==> src/drawdown_risk_path_evaluator_top_macros.svh <==
// ----------------------------------------------------------------------------
// Drawdown risk path evaluator assertion macros
// Short forms for the concurrent checks used in the block, clocked on clk and
// disabled while rst_n is low.
// ----------------------------------------------------------------------------
`ifndef DRAWDOWN_RISK_PATH_EVALUATOR_TOP_MACROS_SVH
`define DRAWDOWN_RISK_PATH_EVALUATOR_TOP_MACROS_SVH

// The consequent must hold in the same cycle as the antecedent.
`define DRP_ASSERT_SAME(label, ante, cons, msg) \
    label: assert property (@(posedge clk) disable iff (!rst_n) (ante) |-> (cons)) \
        else $error(msg);

// The consequent must hold in the cycle after the antecedent.
`define DRP_ASSERT_NEXT(label, ante, cons, msg) \
    label: assert property (@(posedge clk) disable iff (!rst_n) (ante) |=> (cons)) \
        else $error(msg);

`endif

==> src/drp_pkg.sv <==
// ----------------------------------------------------------------------------
// Drawdown risk path evaluator package
// Field widths, request and register codes, payload types and the saturating
// accumulator add.
// ----------------------------------------------------------------------------
package drp_pkg;

    localparam int TABLE_ROWS_DEF  = 16;
    localparam int MAX_HORIZON_DEF = 12;

    localparam int REQ_W      = 2;
    localparam int ENTRY_W    = 4;
    localparam int HPR_W      = 32;
    localparam int PROB_W     = 32;
    localparam int PERM_W     = 48;
    localparam int ACC_W      = 48;
    localparam int LIMIT_W    = 25;
    localparam int HORIZON_W  = 4;
    localparam int RADIX_W    = 5;
    localparam int CFG_IDX_W  = 2;
    localparam int CFG_DATA_W = 25;

    localparam int DIV_BITS   = 8;
    localparam int DIV_CHUNKS = PERM_W / DIV_BITS;
    localparam int DIV_CNT_W  = $clog2(DIV_CHUNKS);

    localparam logic [LIMIT_W-1:0] ONE_Q24 = 25'h100_0000;
    localparam logic [HPR_W-1:0]   BAL_ONE = 32'h0100_0000;

    localparam logic [REQ_W-1:0] REQ_LOAD  = 2'd0;
    localparam logic [REQ_W-1:0] REQ_EVAL  = 2'd1;
    localparam logic [REQ_W-1:0] REQ_CLEAR = 2'd2;

    localparam logic [CFG_IDX_W-1:0] CFG_DRAWDOWN_LIMIT = 2'd0;
    localparam logic [CFG_IDX_W-1:0] CFG_HORIZON_LEN    = 2'd1;
    localparam logic [CFG_IDX_W-1:0] CFG_RUIN_MODE      = 2'd2;
    localparam logic [CFG_IDX_W-1:0] CFG_NUM_ROWS       = 2'd3;

    typedef struct packed {
        logic [REQ_W-1:0]   req_type;
        logic [ENTRY_W-1:0] entry_index;
        logic [HPR_W-1:0]   hpr_value;
        logic [PROB_W-1:0]  prob_value;
        logic [PERM_W-1:0]  perm_index;
    } drp_request_t;

    typedef struct packed {
        logic              path_failed;
        logic [PROB_W-1:0] path_prob;
        logic [ACC_W-1:0]  fail_total;
        logic [ACC_W-1:0]  prob_total;
    } drp_result_t;

    function automatic logic [ACC_W-1:0] sat_add(input logic [ACC_W-1:0] a,
                                                 input logic [PROB_W-1:0] b);
        logic [ACC_W:0] s;
        s = {1'b0, a} + {{(ACC_W + 1 - PROB_W){1'b0}}, b};
        return s[ACC_W] ? {ACC_W{1'b1}} : s[ACC_W-1:0];
    endfunction

endpackage

==> src/drp_stream_if.sv <==
// ----------------------------------------------------------------------------
// Drawdown risk path evaluator stream channel
// Valid and ready handshake with a typed payload.
// ----------------------------------------------------------------------------
interface drp_stream_if #(
    parameter type data_t = logic
);
    logic  valid;
    logic  ready;
    data_t data;

    modport source (output valid, output data, input ready);
    modport sink   (input valid, input data, output ready);
endinterface

==> src/drawdown_risk_path_evaluator_top.sv <==
// ----------------------------------------------------------------------------
// Drawdown risk path evaluator
// Evaluates permutation paths of a return table for ruin or drawdown risk.
// ----------------------------------------------------------------------------
// The request channel carries loads of table rows, path evaluations and clears
// of the totals. A load or a clear is taken while idle and gives no result.
// An evaluation splits perm_index into horizon digits of radix num_rows and
// gives one transfer on the result channel with the failure flag, the path
// probability and both running totals.
// Each path step runs the divide, read, balance multiply, probability multiply
// and probability states: a long division unit finds the digit, handling
// eight bits of the index per cycle, the table row is read, and one shared
// 32 by 32 multiplier forms the balance and then the probability product.
// After the last step the accumulate state waits for a free output register;
// the result is then shown, and the next request may be taken in that cycle.
// The request channel is ready only while no evaluation is in progress. The
// result waits in an output register, so loads and clears go on while the
// receiver stalls; a finished evaluation holds until that register is free.
// Reset clears the totals and sets the state and configuration registers; the
// datapath registers are not reset and table rows are undefined until loaded.
// ----------------------------------------------------------------------------
`include "drawdown_risk_path_evaluator_top_macros.svh"

module drawdown_risk_path_evaluator_top #(
    parameter int TABLE_ROWS  = drp_pkg::TABLE_ROWS_DEF,
    parameter int MAX_HORIZON = drp_pkg::MAX_HORIZON_DEF
) (
    input  logic                            clk,
    input  logic                            rst_n,
    input  logic                            cfg_we,
    input  logic [drp_pkg::CFG_IDX_W-1:0]   cfg_index,
    input  logic [drp_pkg::CFG_DATA_W-1:0]  cfg_wdata,
    drp_stream_if.sink                      request,
    drp_stream_if.source                    result
);
    import drp_pkg::*;

    localparam int ADDR_W = $clog2(TABLE_ROWS);
    localparam int STEP_W = $clog2(MAX_HORIZON + 1);
    localparam int MEM_W  = HPR_W + PROB_W;
    localparam int PROD_W = 2 * HPR_W;

    localparam logic [2:0] ST_IDLE = 3'd0;
    localparam logic [2:0] ST_DIV  = 3'd1;
    localparam logic [2:0] ST_READ = 3'd2;
    localparam logic [2:0] ST_MULB = 3'd3;
    localparam logic [2:0] ST_MULP = 3'd4;
    localparam logic [2:0] ST_PROB = 3'd5;
    localparam logic [2:0] ST_ACC  = 3'd6;

    logic [2:0]             state_reg, state_next;
    logic [DIV_CNT_W-1:0]   div_cnt_reg, div_cnt_next;
    logic [STEP_W-1:0]      step_cnt_reg, step_cnt_next;
    logic [STEP_W-1:0]      steps_reg, steps_next;
    logic [RADIX_W-1:0]     radix_reg, radix_next;
    logic [RADIX_W-1:0]     rem_reg, rem_next;
    logic                   failed_reg, failed_next;
    logic                   out_valid_reg, out_valid_next;
    logic [ACC_W-1:0]       fail_accum_reg, fail_accum_next;
    logic [ACC_W-1:0]       total_accum_reg, total_accum_next;
    logic [LIMIT_W-1:0]     drawdown_limit_reg;
    logic [HORIZON_W-1:0]   horizon_len_reg;
    logic                   ruin_mode_reg;
    logic [RADIX_W-1:0]     num_rows_reg;

    logic [PERM_W-1:0]      rest_reg, rest_next;
    logic [HPR_W-1:0]       balance_reg, balance_next;
    logic [PROB_W-1:0]      prob_reg, prob_next;
    logic [PROD_W-1:0]      product_reg, product_next;
    drp_result_t            result_reg, result_next;

    logic [MEM_W-1:0]       table_mem [TABLE_ROWS];
    logic [MEM_W-1:0]       rd_reg;
    logic [HPR_W-1:0]       rd_return;
    logic [PROB_W-1:0]      rd_prob;

    logic                   in_xfer;
    logic                   out_xfer;
    logic                   load_ok;
    logic [RADIX_W-1:0]     radix_eff;
    logic [STEP_W-1:0]      steps_eff;
    logic [LIMIT_W-1:0]     limit_eff;
    logic [LIMIT_W-1:0]     threshold;
    logic [RADIX_W-1:0]     div_rem;
    logic [DIV_BITS-1:0]    div_quot;
    logic [RADIX_W:0]       div_trial;
    logic [HPR_W-1:0]       mul_a;
    logic [HPR_W-1:0]       mul_b;
    logic [PROD_W-HPR_W+7:0] bal_shift;
    logic [HPR_W-1:0]       bal_sat;
    logic                   last_step;
    logic                   out_free;

    assign in_xfer   = request.valid && request.ready;
    assign out_xfer  = result.valid && result.ready;
    assign out_free  = !out_valid_reg || result.ready;
    assign load_ok   = int'(request.data.entry_index) < TABLE_ROWS;
    assign rd_return = rd_reg[MEM_W-1:PROB_W];
    assign rd_prob   = rd_reg[PROB_W-1:0];
    assign last_step = (STEP_W'(step_cnt_reg + 1'b1) == steps_reg);

    assign request.ready = (state_reg == ST_IDLE);
    assign result.valid  = out_valid_reg;
    assign result.data   = result_reg;

    always_comb
    begin
        radix_eff = num_rows_reg;
        if (num_rows_reg == '0)
        begin
            radix_eff = RADIX_W'(1);
        end
        else if (int'(num_rows_reg) > TABLE_ROWS)
        begin
            radix_eff = RADIX_W'(TABLE_ROWS);
        end

        steps_eff = STEP_W'(horizon_len_reg);
        if (horizon_len_reg == '0)
        begin
            steps_eff = STEP_W'(1);
        end
        else if (int'(horizon_len_reg) > MAX_HORIZON)
        begin
            steps_eff = STEP_W'(MAX_HORIZON);
        end

        limit_eff = (drawdown_limit_reg > ONE_Q24) ? ONE_Q24 : drawdown_limit_reg;
        threshold = ONE_Q24 - limit_eff;
    end

    always_comb
    begin
        div_rem  = rem_reg;
        div_quot = '0;
        div_trial = '0;
        for (int b = 0; b < DIV_BITS; b++)
        begin
            div_trial = {div_rem, rest_reg[PERM_W-1-b]};
            if (div_trial >= {1'b0, radix_reg})
            begin
                div_trial = div_trial - {1'b0, radix_reg};
                div_quot[DIV_BITS-1-b] = 1'b1;
            end
            div_rem = div_trial[RADIX_W-1:0];
        end
    end

    always_comb
    begin
        mul_a     = (state_reg == ST_MULB) ? balance_reg : prob_reg;
        mul_b     = (state_reg == ST_MULB) ? rd_return : rd_prob;
        bal_shift = product_reg[PROD_W-1:24];
        bal_sat   = (|bal_shift[PROD_W-25:HPR_W]) ? {HPR_W{1'b1}} : bal_shift[HPR_W-1:0];
    end

    always_comb
    begin
        state_next       = state_reg;
        div_cnt_next     = div_cnt_reg;
        step_cnt_next    = step_cnt_reg;
        steps_next       = steps_reg;
        radix_next       = radix_reg;
        rem_next         = rem_reg;
        failed_next      = failed_reg;
        out_valid_next   = out_valid_reg && !out_xfer;
        fail_accum_next  = fail_accum_reg;
        total_accum_next = total_accum_reg;
        rest_next        = rest_reg;
        balance_next     = balance_reg;
        prob_next        = prob_reg;
        product_next     = product_reg;
        result_next      = result_reg;

        unique case (state_reg)
            ST_IDLE:
            begin
                if (in_xfer)
                begin
                    if (request.data.req_type == REQ_EVAL)
                    begin
                        state_next    = ST_DIV;
                        div_cnt_next  = '0;
                        step_cnt_next = '0;
                        steps_next    = steps_eff;
                        radix_next    = radix_eff;
                        rem_next      = '0;
                        failed_next   = 1'b0;
                        rest_next     = request.data.perm_index;
                        balance_next  = BAL_ONE;
                    end
                    else if (request.data.req_type == REQ_CLEAR)
                    begin
                        fail_accum_next  = '0;
                        total_accum_next = '0;
                    end
                end
            end
            ST_DIV:
            begin
                rest_next    = {rest_reg[PERM_W-DIV_BITS-1:0], div_quot};
                rem_next     = div_rem;
                div_cnt_next = DIV_CNT_W'(div_cnt_reg + 1'b1);
                if (div_cnt_reg == DIV_CNT_W'(DIV_CHUNKS - 1))
                begin
                    state_next = ST_READ;
                end
            end
            ST_READ:
            begin
                state_next = ST_MULB;
            end
            ST_MULB:
            begin
                product_next = mul_a * mul_b;
                state_next   = ST_MULP;
            end
            ST_MULP:
            begin
                product_next = mul_a * mul_b;
                balance_next = bal_sat;
                if (bal_sat <= HPR_W'(threshold))
                begin
                    failed_next = 1'b1;
                end
                if (!ruin_mode_reg && (bal_sat > BAL_ONE))
                begin
                    balance_next = BAL_ONE;
                end
                state_next = ST_PROB;
            end
            ST_PROB:
            begin
                prob_next = (step_cnt_reg == '0) ? rd_prob : product_reg[PROD_W-1:HPR_W];
                if (last_step)
                begin
                    state_next = ST_ACC;
                end
                else
                begin
                    step_cnt_next = STEP_W'(step_cnt_reg + 1'b1);
                    div_cnt_next  = '0;
                    rem_next      = '0;
                    state_next    = ST_DIV;
                end
            end
            ST_ACC:
            begin
                if (out_free)
                begin
                    if (failed_reg)
                    begin
                        fail_accum_next = sat_add(fail_accum_reg, prob_reg);
                    end
                    total_accum_next        = sat_add(total_accum_reg, prob_reg);
                    result_next.path_failed = failed_reg;
                    result_next.path_prob   = prob_reg;
                    result_next.fail_total  = failed_reg ?
                                              sat_add(fail_accum_reg, prob_reg) :
                                              fail_accum_reg;
                    result_next.prob_total  = sat_add(total_accum_reg, prob_reg);
                    out_valid_next          = 1'b1;
                    state_next              = ST_IDLE;
                end
            end
            default:
            begin
                state_next = ST_IDLE;
            end
        endcase
    end

    always_ff @(posedge clk or negedge rst_n)
    begin
        if (!rst_n)
        begin
            state_reg          <= ST_IDLE;
            div_cnt_reg        <= '0;
            step_cnt_reg       <= '0;
            steps_reg          <= STEP_W'(1);
            radix_reg          <= RADIX_W'(1);
            rem_reg            <= '0;
            failed_reg         <= 1'b0;
            out_valid_reg      <= 1'b0;
            fail_accum_reg     <= '0;
            total_accum_reg    <= '0;
            drawdown_limit_reg <= '0;
            horizon_len_reg    <= HORIZON_W'(1);
            ruin_mode_reg      <= 1'b1;
            num_rows_reg       <= RADIX_W'(1);
        end
        else
        begin
            state_reg       <= state_next;
            div_cnt_reg     <= div_cnt_next;
            step_cnt_reg    <= step_cnt_next;
            steps_reg       <= steps_next;
            radix_reg       <= radix_next;
            rem_reg         <= rem_next;
            failed_reg      <= failed_next;
            out_valid_reg   <= out_valid_next;
            fail_accum_reg  <= fail_accum_next;
            total_accum_reg <= total_accum_next;
            if (cfg_we)
            begin
                unique case (cfg_index)
                    CFG_DRAWDOWN_LIMIT: drawdown_limit_reg <= cfg_wdata[LIMIT_W-1:0];
                    CFG_HORIZON_LEN:    horizon_len_reg    <= cfg_wdata[HORIZON_W-1:0];
                    CFG_RUIN_MODE:      ruin_mode_reg      <= cfg_wdata[0];
                    CFG_NUM_ROWS:       num_rows_reg       <= cfg_wdata[RADIX_W-1:0];
                    default:            num_rows_reg       <= num_rows_reg;
                endcase
            end
        end
    end

    always_ff @(posedge clk)
    begin
        rest_reg    <= rest_next;
        balance_reg <= balance_next;
        prob_reg    <= prob_next;
        product_reg <= product_next;
        result_reg  <= result_next;
    end

    always_ff @(posedge clk)
    begin
        if (in_xfer && (request.data.req_type == REQ_LOAD) && load_ok)
        begin
            table_mem[ADDR_W'(request.data.entry_index)] <=
                {request.data.hpr_value, request.data.prob_value};
        end
        rd_reg <= table_mem[ADDR_W'(rem_reg)];
    end

    `DRP_ASSERT_SAME(a_fail_le_total, 1'b1, fail_accum_reg <= total_accum_reg, "fail total above total")
    `DRP_ASSERT_SAME(a_step_in_range, state_reg != ST_IDLE, step_cnt_reg < steps_reg, "step count past horizon")
    `DRP_ASSERT_SAME(a_digit_in_range, state_reg == ST_READ, rem_reg < radix_reg, "digit not below radix")
    `DRP_ASSERT_SAME(a_result_from_acc, $rose(out_valid_reg), $past(state_reg) == ST_ACC, "result not from accumulate")
    `DRP_ASSERT_NEXT(a_acc_to_idle, (state_reg == ST_ACC) && out_free, state_reg == ST_IDLE && out_valid_reg, "accumulate did not complete")

endmodule

==> src/flat_wrapper.sv <==
// flat-port wrapper written by rule: the top's interface ports become plain ports
module drawdown_risk_path_evaluator_top_flat import drp_pkg::*;
#(
    parameter int TABLE_ROWS  = drp_pkg::TABLE_ROWS_DEF,
    parameter int MAX_HORIZON = drp_pkg::MAX_HORIZON_DEF
)
  (clk, rst_n, cfg_we, cfg_index, cfg_wdata, request_valid, request_data, request_ready, result_valid, result_data, result_ready);
  drp_stream_if #(.data_t(drp_request_t)) request_i ();
  drp_stream_if #(.data_t(drp_result_t)) result_i ();
  input  logic clk;
  input  logic rst_n;
  input  logic cfg_we;
  input  logic [drp_pkg::CFG_IDX_W-1:0] cfg_index;
  input  logic [drp_pkg::CFG_DATA_W-1:0] cfg_wdata;
  input wire logic [$bits(request_i.valid)-1:0] request_valid;
  input wire logic [$bits(request_i.data)-1:0] request_data;
  output wire logic [$bits(request_i.ready)-1:0] request_ready;
  output wire logic [$bits(result_i.valid)-1:0] result_valid;
  output wire logic [$bits(result_i.data)-1:0] result_data;
  input wire logic [$bits(result_i.ready)-1:0] result_ready;
  assign request_i.valid = request_valid;
  assign request_i.data = request_data;
  assign request_ready = request_i.ready;
  assign result_valid = result_i.valid;
  assign result_data = result_i.data;
  assign result_i.ready = result_ready;
  drawdown_risk_path_evaluator_top #(.TABLE_ROWS(TABLE_ROWS), .MAX_HORIZON(MAX_HORIZON)) u_core (.clk(clk), .rst_n(rst_n), .cfg_we(cfg_we), .cfg_index(cfg_index), .cfg_wdata(cfg_wdata), .request(request_i), .result(result_i));
endmodule
==> config.mk <==
export PLATFORM = sky130hd
export DESIGN_NAME = drawdown_risk_path_evaluator_top_flat
export DESIGN_NICKNAME = d
export VERILOG_FILES = /design/src/drp_pkg.sv /design/src/drp_stream_if.sv /design/src/drawdown_risk_path_evaluator_top.sv /design/src/flat_wrapper.sv
export VERILOG_INCLUDE_DIRS = /design/src /design/src/src
export SDC_FILE = /design/constraint.sdc
export NUM_CORES = 2
export LEC_CHECK = 0
export ABC_AREA = 1
export BUFFER_PORTS_ARGS = -buffer_cell sky130_fd_sc_hd__buf_4
export CELL_PAD_IN_SITES_DETAIL_PLACEMENT = 1
export CELL_PAD_IN_SITES_GLOBAL_PLACEMENT = 1
export CORE_UTILIZATION = 51
export CTS_CLUSTER_DIAMETER = 30
export DETAILED_ROUTE_END_ITERATION = 8
export PLACE_DENSITY = 0.89
export SYNTH_ARGS = -nofsm -noshare
export SYNTH_HDL_FRONTEND = slang
export SYNTH_SLANG_ARGS = --single-unit
==> constraint.sdc <==
create_clock -name clk -period 14.3 [get_ports clk]
set_clock_uncertainty 0.2 [all_clocks]
set_input_delay 1.43 -clock clk [delete_from_list [all_inputs] [get_ports clk]]
set_output_delay 1.43 -clock clk [all_outputs]
set_load 0.05 [all_outputs]
# After elaboration in Yosys (flattened, before gate mapping)
# Memories as Yosys holds them, arrays and structs flattened. A register that Yosys moved wholly into a read port is not among the register bits.
# Index checks and enable logic that the tools add are counted.
# Widths: inputs -> output; s select.
# totals
regBits	462
mem_bits_rw	1024
in_bits	150
out_inout_bits	131
memories	1
# memory_table
name	depth	width	read_ports	rd_ports_with_merged_regs	write_ports	line_no	source
u_core.table_mem	16	64	1	1	1	drawdown_risk_path_evaluator_top.sv:72	logic [MEM_W-1:0] table_mem [TABLE_ROWS];
# op_classes
n_addsub	13
multipliers	1
magnitude_cmp	13
n_eq_ne	21
muxes	68
n_reduce_logical	35
# op_table
op	n
$mux 48	10
$pmux 48 s2	3
$mux 32	7
$add 48x32->49	2
$mux 5	13
$mul 32x32->64	1
$pmux 32 s2	1
$ge 6x5->1	8
$sub 5x5->5	8
$gt 32x25->1 const B	1
$le 32x25->1	1
$gt 25x25->1 const B	1
$mux 25	1
$sub 25x25->25 const A	1
$mux 3	8
$pmux 3 s7	1
$mux 4	5
$reduce_and 4->1	4
$mux 1	15
$pmux 5 s3	1
$eq 3x3->1 const B	4
$ne 2x2->1 const B	5
$reduce_and 2->1	5
$pmux 3 s3	1
25 further kinds	44

# Logic depth before layout (Yosys ltp)
# depth
word_depth	17
mapped_depth	82
ltp_nobuf	82

# Worst setup path after synthesis
# No wires, ideal clock.
# synth_timing
kind	register -> register
from	reg u_core.radix_reg[1]
to	reg u_core.rest_reg[0], data pin
setup_ns	0.253
arrival_ns	10.106
required_time_ns	13.847
setup_slack_ns	3.741
stages_incl_launch_ff	73
cell_sequence	dfrtp_1 inv_1 fa_1 inv_1 nand2_1 nand3_2 nand3_2 o21ai_0 inv_1 ha_1 nand2_1 nand2_1 nand3b_1 nor2b_1 nand2_1 nor2_2 nand2_1 nand2_1 [37 not listed] inv_1 o31ai_1 nand2_1 nand2_1 inv_1 nand3_4 nand2_1 nand2_1 inv_1 ha_1 a21oi_1 o21ai_0 nand2_1 nand2_1 inv_1 nand3_4 nand2_1 nand2_1
# synth_via
elab_chain_cells	17
word_cells_on_any_way	24
cone_classes	add/sub: 7; order compare: 8; mux: 9
# synth_lines
element	line_no	source
start: declaration	drawdown_risk_path_evaluator_top.sv:55	logic [RADIX_W-1:0] radix_reg, radix_next;
start signal: assignment	drawdown_risk_path_evaluator_top.sv:298	radix_reg <= radix_next;
$sub 5x5->5 / $ge 6x5->1 (equally long branches)	drawdown_risk_path_evaluator_top.sv:142, drawdown_risk_path_evaluator_top.sv:140	
$mux 5	drawdown_risk_path_evaluator_top.sv:140	if (div_trial >= {1'b0, radix_reg})
$sub 5x5->5 / $ge 6x5->1 (equally long branches)	drawdown_risk_path_evaluator_top.sv:142, drawdown_risk_path_evaluator_top.sv:140	
$mux 5	drawdown_risk_path_evaluator_top.sv:140	
$sub 5x5->5 / $ge 6x5->1 (equally long branches)	drawdown_risk_path_evaluator_top.sv:142, drawdown_risk_path_evaluator_top.sv:140	
$mux 5	drawdown_risk_path_evaluator_top.sv:140	
$sub 5x5->5 / $ge 6x5->1 (equally long branches)	drawdown_risk_path_evaluator_top.sv:142, drawdown_risk_path_evaluator_top.sv:140	
$mux 5	drawdown_risk_path_evaluator_top.sv:140	
[2 not listed]	--	
$sub 5x5->5 / $ge 6x5->1 (equally long branches)	drawdown_risk_path_evaluator_top.sv:142, drawdown_risk_path_evaluator_top.sv:140	
$mux 5	drawdown_risk_path_evaluator_top.sv:140	
$sub 5x5->5 / $ge 6x5->1 (equally long branches)	drawdown_risk_path_evaluator_top.sv:142, drawdown_risk_path_evaluator_top.sv:140	
$mux 5	drawdown_risk_path_evaluator_top.sv:140	
$ge 6x5->1 *	drawdown_risk_path_evaluator_top.sv:140	
$mux 1 *	drawdown_risk_path_evaluator_top.sv:140	
$pmux 48 s2 *	drawdown_risk_path_evaluator_top.sv:175	unique case (state_reg)
named net u_core.rest_next[0]	drawdown_risk_path_evaluator_top.sv:66	logic [PERM_W-1:0] rest_reg, rest_next;
end signal: assignment	drawdown_risk_path_evaluator_top.sv:319	rest_reg <= rest_next;
end: declaration	drawdown_risk_path_evaluator_top.sv:66	
# Mark *: on every way through the listed nets, which the timed path passes. The rest lies on a longest branch.
# A chain may end at the register's enable or synchronous reset.

# Final worst setup path
# layout_timing
from	reg u_core.radix_reg[1]
to	reg u_core.rem_reg[0]
# layout_via
elab_chain_cells	17
word_cells_on_any_way	24
cone_classes	add/sub: 7; order compare: 8; mux: 9
# layout_lines
element	line_no	source
$sub 5x5->5 / $ge 6x5->1 (equally long branches)	drawdown_risk_path_evaluator_top.sv:142, drawdown_risk_path_evaluator_top.sv:140	
$mux 5	drawdown_risk_path_evaluator_top.sv:140	
$sub 5x5->5 / $ge 6x5->1 (equally long branches)	drawdown_risk_path_evaluator_top.sv:142, drawdown_risk_path_evaluator_top.sv:140	
$mux 5	drawdown_risk_path_evaluator_top.sv:140	
$sub 5x5->5 / $ge 6x5->1 (equally long branches)	drawdown_risk_path_evaluator_top.sv:142, drawdown_risk_path_evaluator_top.sv:140	
$mux 5	drawdown_risk_path_evaluator_top.sv:140	
$sub 5x5->5 / $ge 6x5->1 (equally long branches)	drawdown_risk_path_evaluator_top.sv:142, drawdown_risk_path_evaluator_top.sv:140	
$mux 5	drawdown_risk_path_evaluator_top.sv:140	
$ge 6x5->1 / $sub 5x5->5 (equally long branches)	drawdown_risk_path_evaluator_top.sv:140, drawdown_risk_path_evaluator_top.sv:142	
$mux 5	drawdown_risk_path_evaluator_top.sv:140	
$sub 5x5->5 / $ge 6x5->1 (equally long branches)	drawdown_risk_path_evaluator_top.sv:142, drawdown_risk_path_evaluator_top.sv:140	
$mux 5	drawdown_risk_path_evaluator_top.sv:140	
$sub 5x5->5 / $ge 6x5->1 (equally long branches)	drawdown_risk_path_evaluator_top.sv:142, drawdown_risk_path_evaluator_top.sv:140	
$mux 5	drawdown_risk_path_evaluator_top.sv:140	
$ge 6x5->1 *	drawdown_risk_path_evaluator_top.sv:140	
$mux 5 *	drawdown_risk_path_evaluator_top.sv:140	
$pmux 5 s3 *	drawdown_risk_path_evaluator_top.sv:175	
end signal: assignment	drawdown_risk_path_evaluator_top.sv:299	rem_reg <= rem_next;
end: declaration	drawdown_risk_path_evaluator_top.sv:56	logic [RADIX_W-1:0] rem_reg, rem_next;
# Mark *: on every way between the ends. The rest lies on a longest branch, timed or not.

==> out/summary.md <==
Instance count of the mapped netlist: 9501. Counting stages on the worst path, the most repeated cell is sky130_fd_sc_hd__nand2_1. In this run, the clock network consumes 59.3% of the power. In this run the tool buffered the top-level ports with 280 buffer cells.

The I/O pin count was 281; the total routing resource utilization after global routing was 39.93%. For this run, the register share of the synthesized area comes to 45.11%. The hold violation count in the final report is 0, and the utilization of the core after routing is 59.72%. In this run the cell area of the synthesized design comes to 98440 um^2.

The final critical path takes up 92.06% of the cycle. The type of the most critical hold path is flop to flop. In this run, the combinational gates consume 2.5% of the power. The proportion of layout cells with a drive suffix above 1 is 10.65%, and the die span in y is 441.3 um.

By count the netlist is led by sky130_fd_sc_hd__nand2_1, sky130_fd_sc_hd__inv_1, sky130_fd_sc_hd__edfxtp_1. The register with the most flip-flops in the layout has 1024 of them. The later pin in the worst-skew pair is clocked with a latency of 1010 ps.

Number of pins with negative max-slew slack in the final report: 0. The number of clock buffers added by TritonCTS is 314. The flow ran to the end, but the final reports show violations.

The final reports fail on max-capacitance violations. The tools report the detailed-route DRC error count as 0. Sum of net half-perimeters after detailed placement: 242.7 mm.

The first global-routing pass estimated 569.8 mm of wire. The total via count after detailed routing is 79970, and the time the worst path needs with I/O delays and setup is 13170 ps. The post-cts gate resize count was 0; the relative slew slack was 1.701%. The tree built by TritonCTS fans out to 1526 sinks. Of the total power, registers draw 38.1%. The longest clock path from root to sink contains 4 buffers. Entering global routing, the biggest net connects 165 pins. When the netlist entered floorplanning its net count stood at 10950.

The cell with the largest stage delay on the worst path was sky130_fd_sc_hd__fa_1. Total of max-cap violations: 1. Setup repair after global routing left no endpoint under its margin. Summing all non-filler instances in the final layout gives an area of 114100 um^2. For the total number of nets in the final design, the log shows 11260. After detailed routing, the number of vias per cell comes to 6.360.

The total overflow left after global routing is 0. The cell area power density is 112.0 nW/um^2. The share of flip-flops with an asynchronous set or reset works out to 10.29%. The logs give 0 for the number of failing setup endpoints in the final timing report and 103500 um^2 for the placed instance area. The routed wire length per instance works out to 31.58 um. After synthesis the netlist holds a flip-flop and latch count of 1526. The tools report the total number of H-tree levels as 5. Number of global-route vias before repair: 87620. The hold-fix buffer count after cts is 0, and the number of detailed-routing iterations run before antenna repair is 8. The initial detailed-routing violation count was 9388.

The number of flops mapped to enable cells by yosys is 1305, and the fraction of synthesized cell area taken by the top area cell type is 39.81%. The logs give 194800 um^2 for the die footprint and 13770 ps for the arrival time of data at the critical path endpoint. The count of nets left with antenna violations once routing finished came out at 0. At the pin with the least slew margin, the transition time is 1465 ps. The tools report the highest achievable clock rate as 75.96 MHz. The tools report the final RePlAce weighted congestion as 0.9649.

STA classifies the critical path startpoint as a flop. Net switching is 22.95% of the power. The initial antenna violation count was 38. Ranked by total cell area, the synthesized netlist is headed by sky130_fd_sc_hd__edfxtp_1, sky130_fd_sc_hd__fa_1, sky130_fd_sc_hd__nand2_1. The floorplan step set the die width to 441.3 um. The netlist uses 65 different library cells. Of all nets on the critical path, the largest fanout is 10.

The layout-stage area growth over the synthesis result works out to 15.86%. Number of buffers inserted to repair setup after CTS: 0. The worst IR drop on VDD is 0.0001812 V, and the delay contributed by the slowest stage of the critical path is 620 ps.

Cell internal power was estimated by the tool at 9.842 mW. Category of the worst setup path capture point: a flop. The most used flip-flop cell after synthesis is sky130_fd_sc_hd__edfxtp_1. The net load switching power came out at 2.932 mW.

Clock tree synthesis selected as its root buffer the cell sky130_fd_sc_hd__clkbuf_16. The setup path with the least slack is of type flop to flop. The core region is 191000 um^2. In this run the static leakage power is 49.55 nW. The final layout contains routed wiring with a total length of 397.1 mm.

TritonCTS built the clock tree. The initial utilization of the core area, before any placement, comes to 51.54%. The biggest area contributor in the post-synthesis netlist is sky130_fd_sc_hd__edfxtp_1. The placement row count came out at 160.

For the final routed database, the setup TNS stands at 0 ps. Each instance of the synthesized netlist takes up on average 10.36 um^2. Clock-pin slew was measured on the worst setup and hold paths at 50 ps.

STA puts the critical path data required time at 14900 ps. Among all cell types in the netlist, the one instantiated most often is sky130_fd_sc_hd__nand2_1. For this run, the number of Yosys warnings is 0.
==> worst max-delay path: cells and delay by family (launching register included) <==
family / cells / cell delay [ps]
buffers and inverters: 16 / 1720
adders and majority gates: 8 / 3190
and+or+nand+nor: 42 / 4750
AOI/OAI and AO/OA: 8 / 2840
DFF: 1 / 340
==> cells in the final DEF (no fill, tap or decap), types with 207 or more instances in the layout <==
cell / count
sky130_fd_sc_hd__mux2i_1: 207
sky130_fd_sc_hd__nand3_1: 220
sky130_fd_sc_hd__inv_1: 1486
sky130_fd_sc_hd__o21ai_0: 454
sky130_fd_sc_hd__fa_1: 905
sky130_fd_sc_hd__nor2_1: 952
sky130_fd_sc_hd__clkbuf_16: 320
sky130_fd_sc_hd__a21oi_1: 316
sky130_fd_sc_hd__edfxtp_1: 1305
sky130_fd_sc_hd__buf_4: 409
sky130_fd_sc_hd__nand2_1: 1748
sky130_fd_sc_hd__o221ai_1: 209
sky130_fd_sc_hd__ha_1: 394
==> stage by stage <==
step	hold WS, ps	total power, mW	setup WS, ps	instances
2_1_floorplan	233.1	5.108	3741	9501
3_3_place_gp	251.2	5.237	1518	12000
3_5_place_dp	269.1	5.263	1344	12000
4_1_cts	283.9	12.69	1138	12550
5_1_grt	317.2	12.95	101.7	12570
6_report	286.3	12.77	1135	12570
==> per-layer routing <==
layer / track usage, % / wire length [um] / up-vias
met4: 29.12 / 33630 / 36
met3: 10.51 / 40700 / 2082
met1: 45.06 / 133100 / 40200
met5: 0 / 239 / -
li1: - / - / 31860
met2: 65.54 / 189400 / 5799
==> cell families (layout without fill, tap and decap cells) <==
group	after synthesis	count (layout)	share of synthesized area [%]
AO/OA/AOI/OAI	1275	1275	7.897
XOR/XNOR	147	147	1.308
multiplexers	221	221	2.265
AND/OR/NAND/NOR	3098	3098	12.62
other	0	20	0
adder cells (fa/ha/maj)	1299	1299	23.41
flip-flops	1526	1526	45.11
buffers and inverters	1935	2477	7.392
==> power groups by stage <==
stage               clock, mW  sequential, mW  combinational, mW
global placement            0            4.96              0.281
finish                   7.58            4.87              0.320
global route             7.73            4.87              0.349
detailed placement          0            4.96              0.306
CTS                      7.50            4.87              0.315
floorplan                   0            4.95              0.158
==> area by class of cell <==
type	instances	area, um^2
antenna	20	50.05
inverter	1512	5685
clock inverter	168	1979
clock buffer	385	8542
fill	19940	76930
tap	2511	3142
timing repair buffer	412	3122
multi-input combinational	6040	47120
sequential	1526	44420
==> worst paths after layout <==
| path | from | endpoint | slack (ps) | cells after the start |
|---|---|---|---|---|
| min in group asynchronous | rst_n | u_core.result.valid | 430 | 1 |
| max in group asynchronous | rst_n | u_core.fail_accum_reg[6] | 11840 | 2 |
| hold reg to reg | u_core.div_cnt_reg[2] | u_core.div_cnt_reg[2] | 290 | 1 |
| setup reg to reg | u_core.radix_reg[1] | u_core.rem_reg[0] | 1130 | 74 |
| hold / removal | u_core.div_cnt_reg[2] | u_core.div_cnt_reg[2] | 290 | 1 |
| setup / recovery | u_core.radix_reg[1] | u_core.rem_reg[0] | 1130 | 74 |
(Power assumes the default switching activity.)
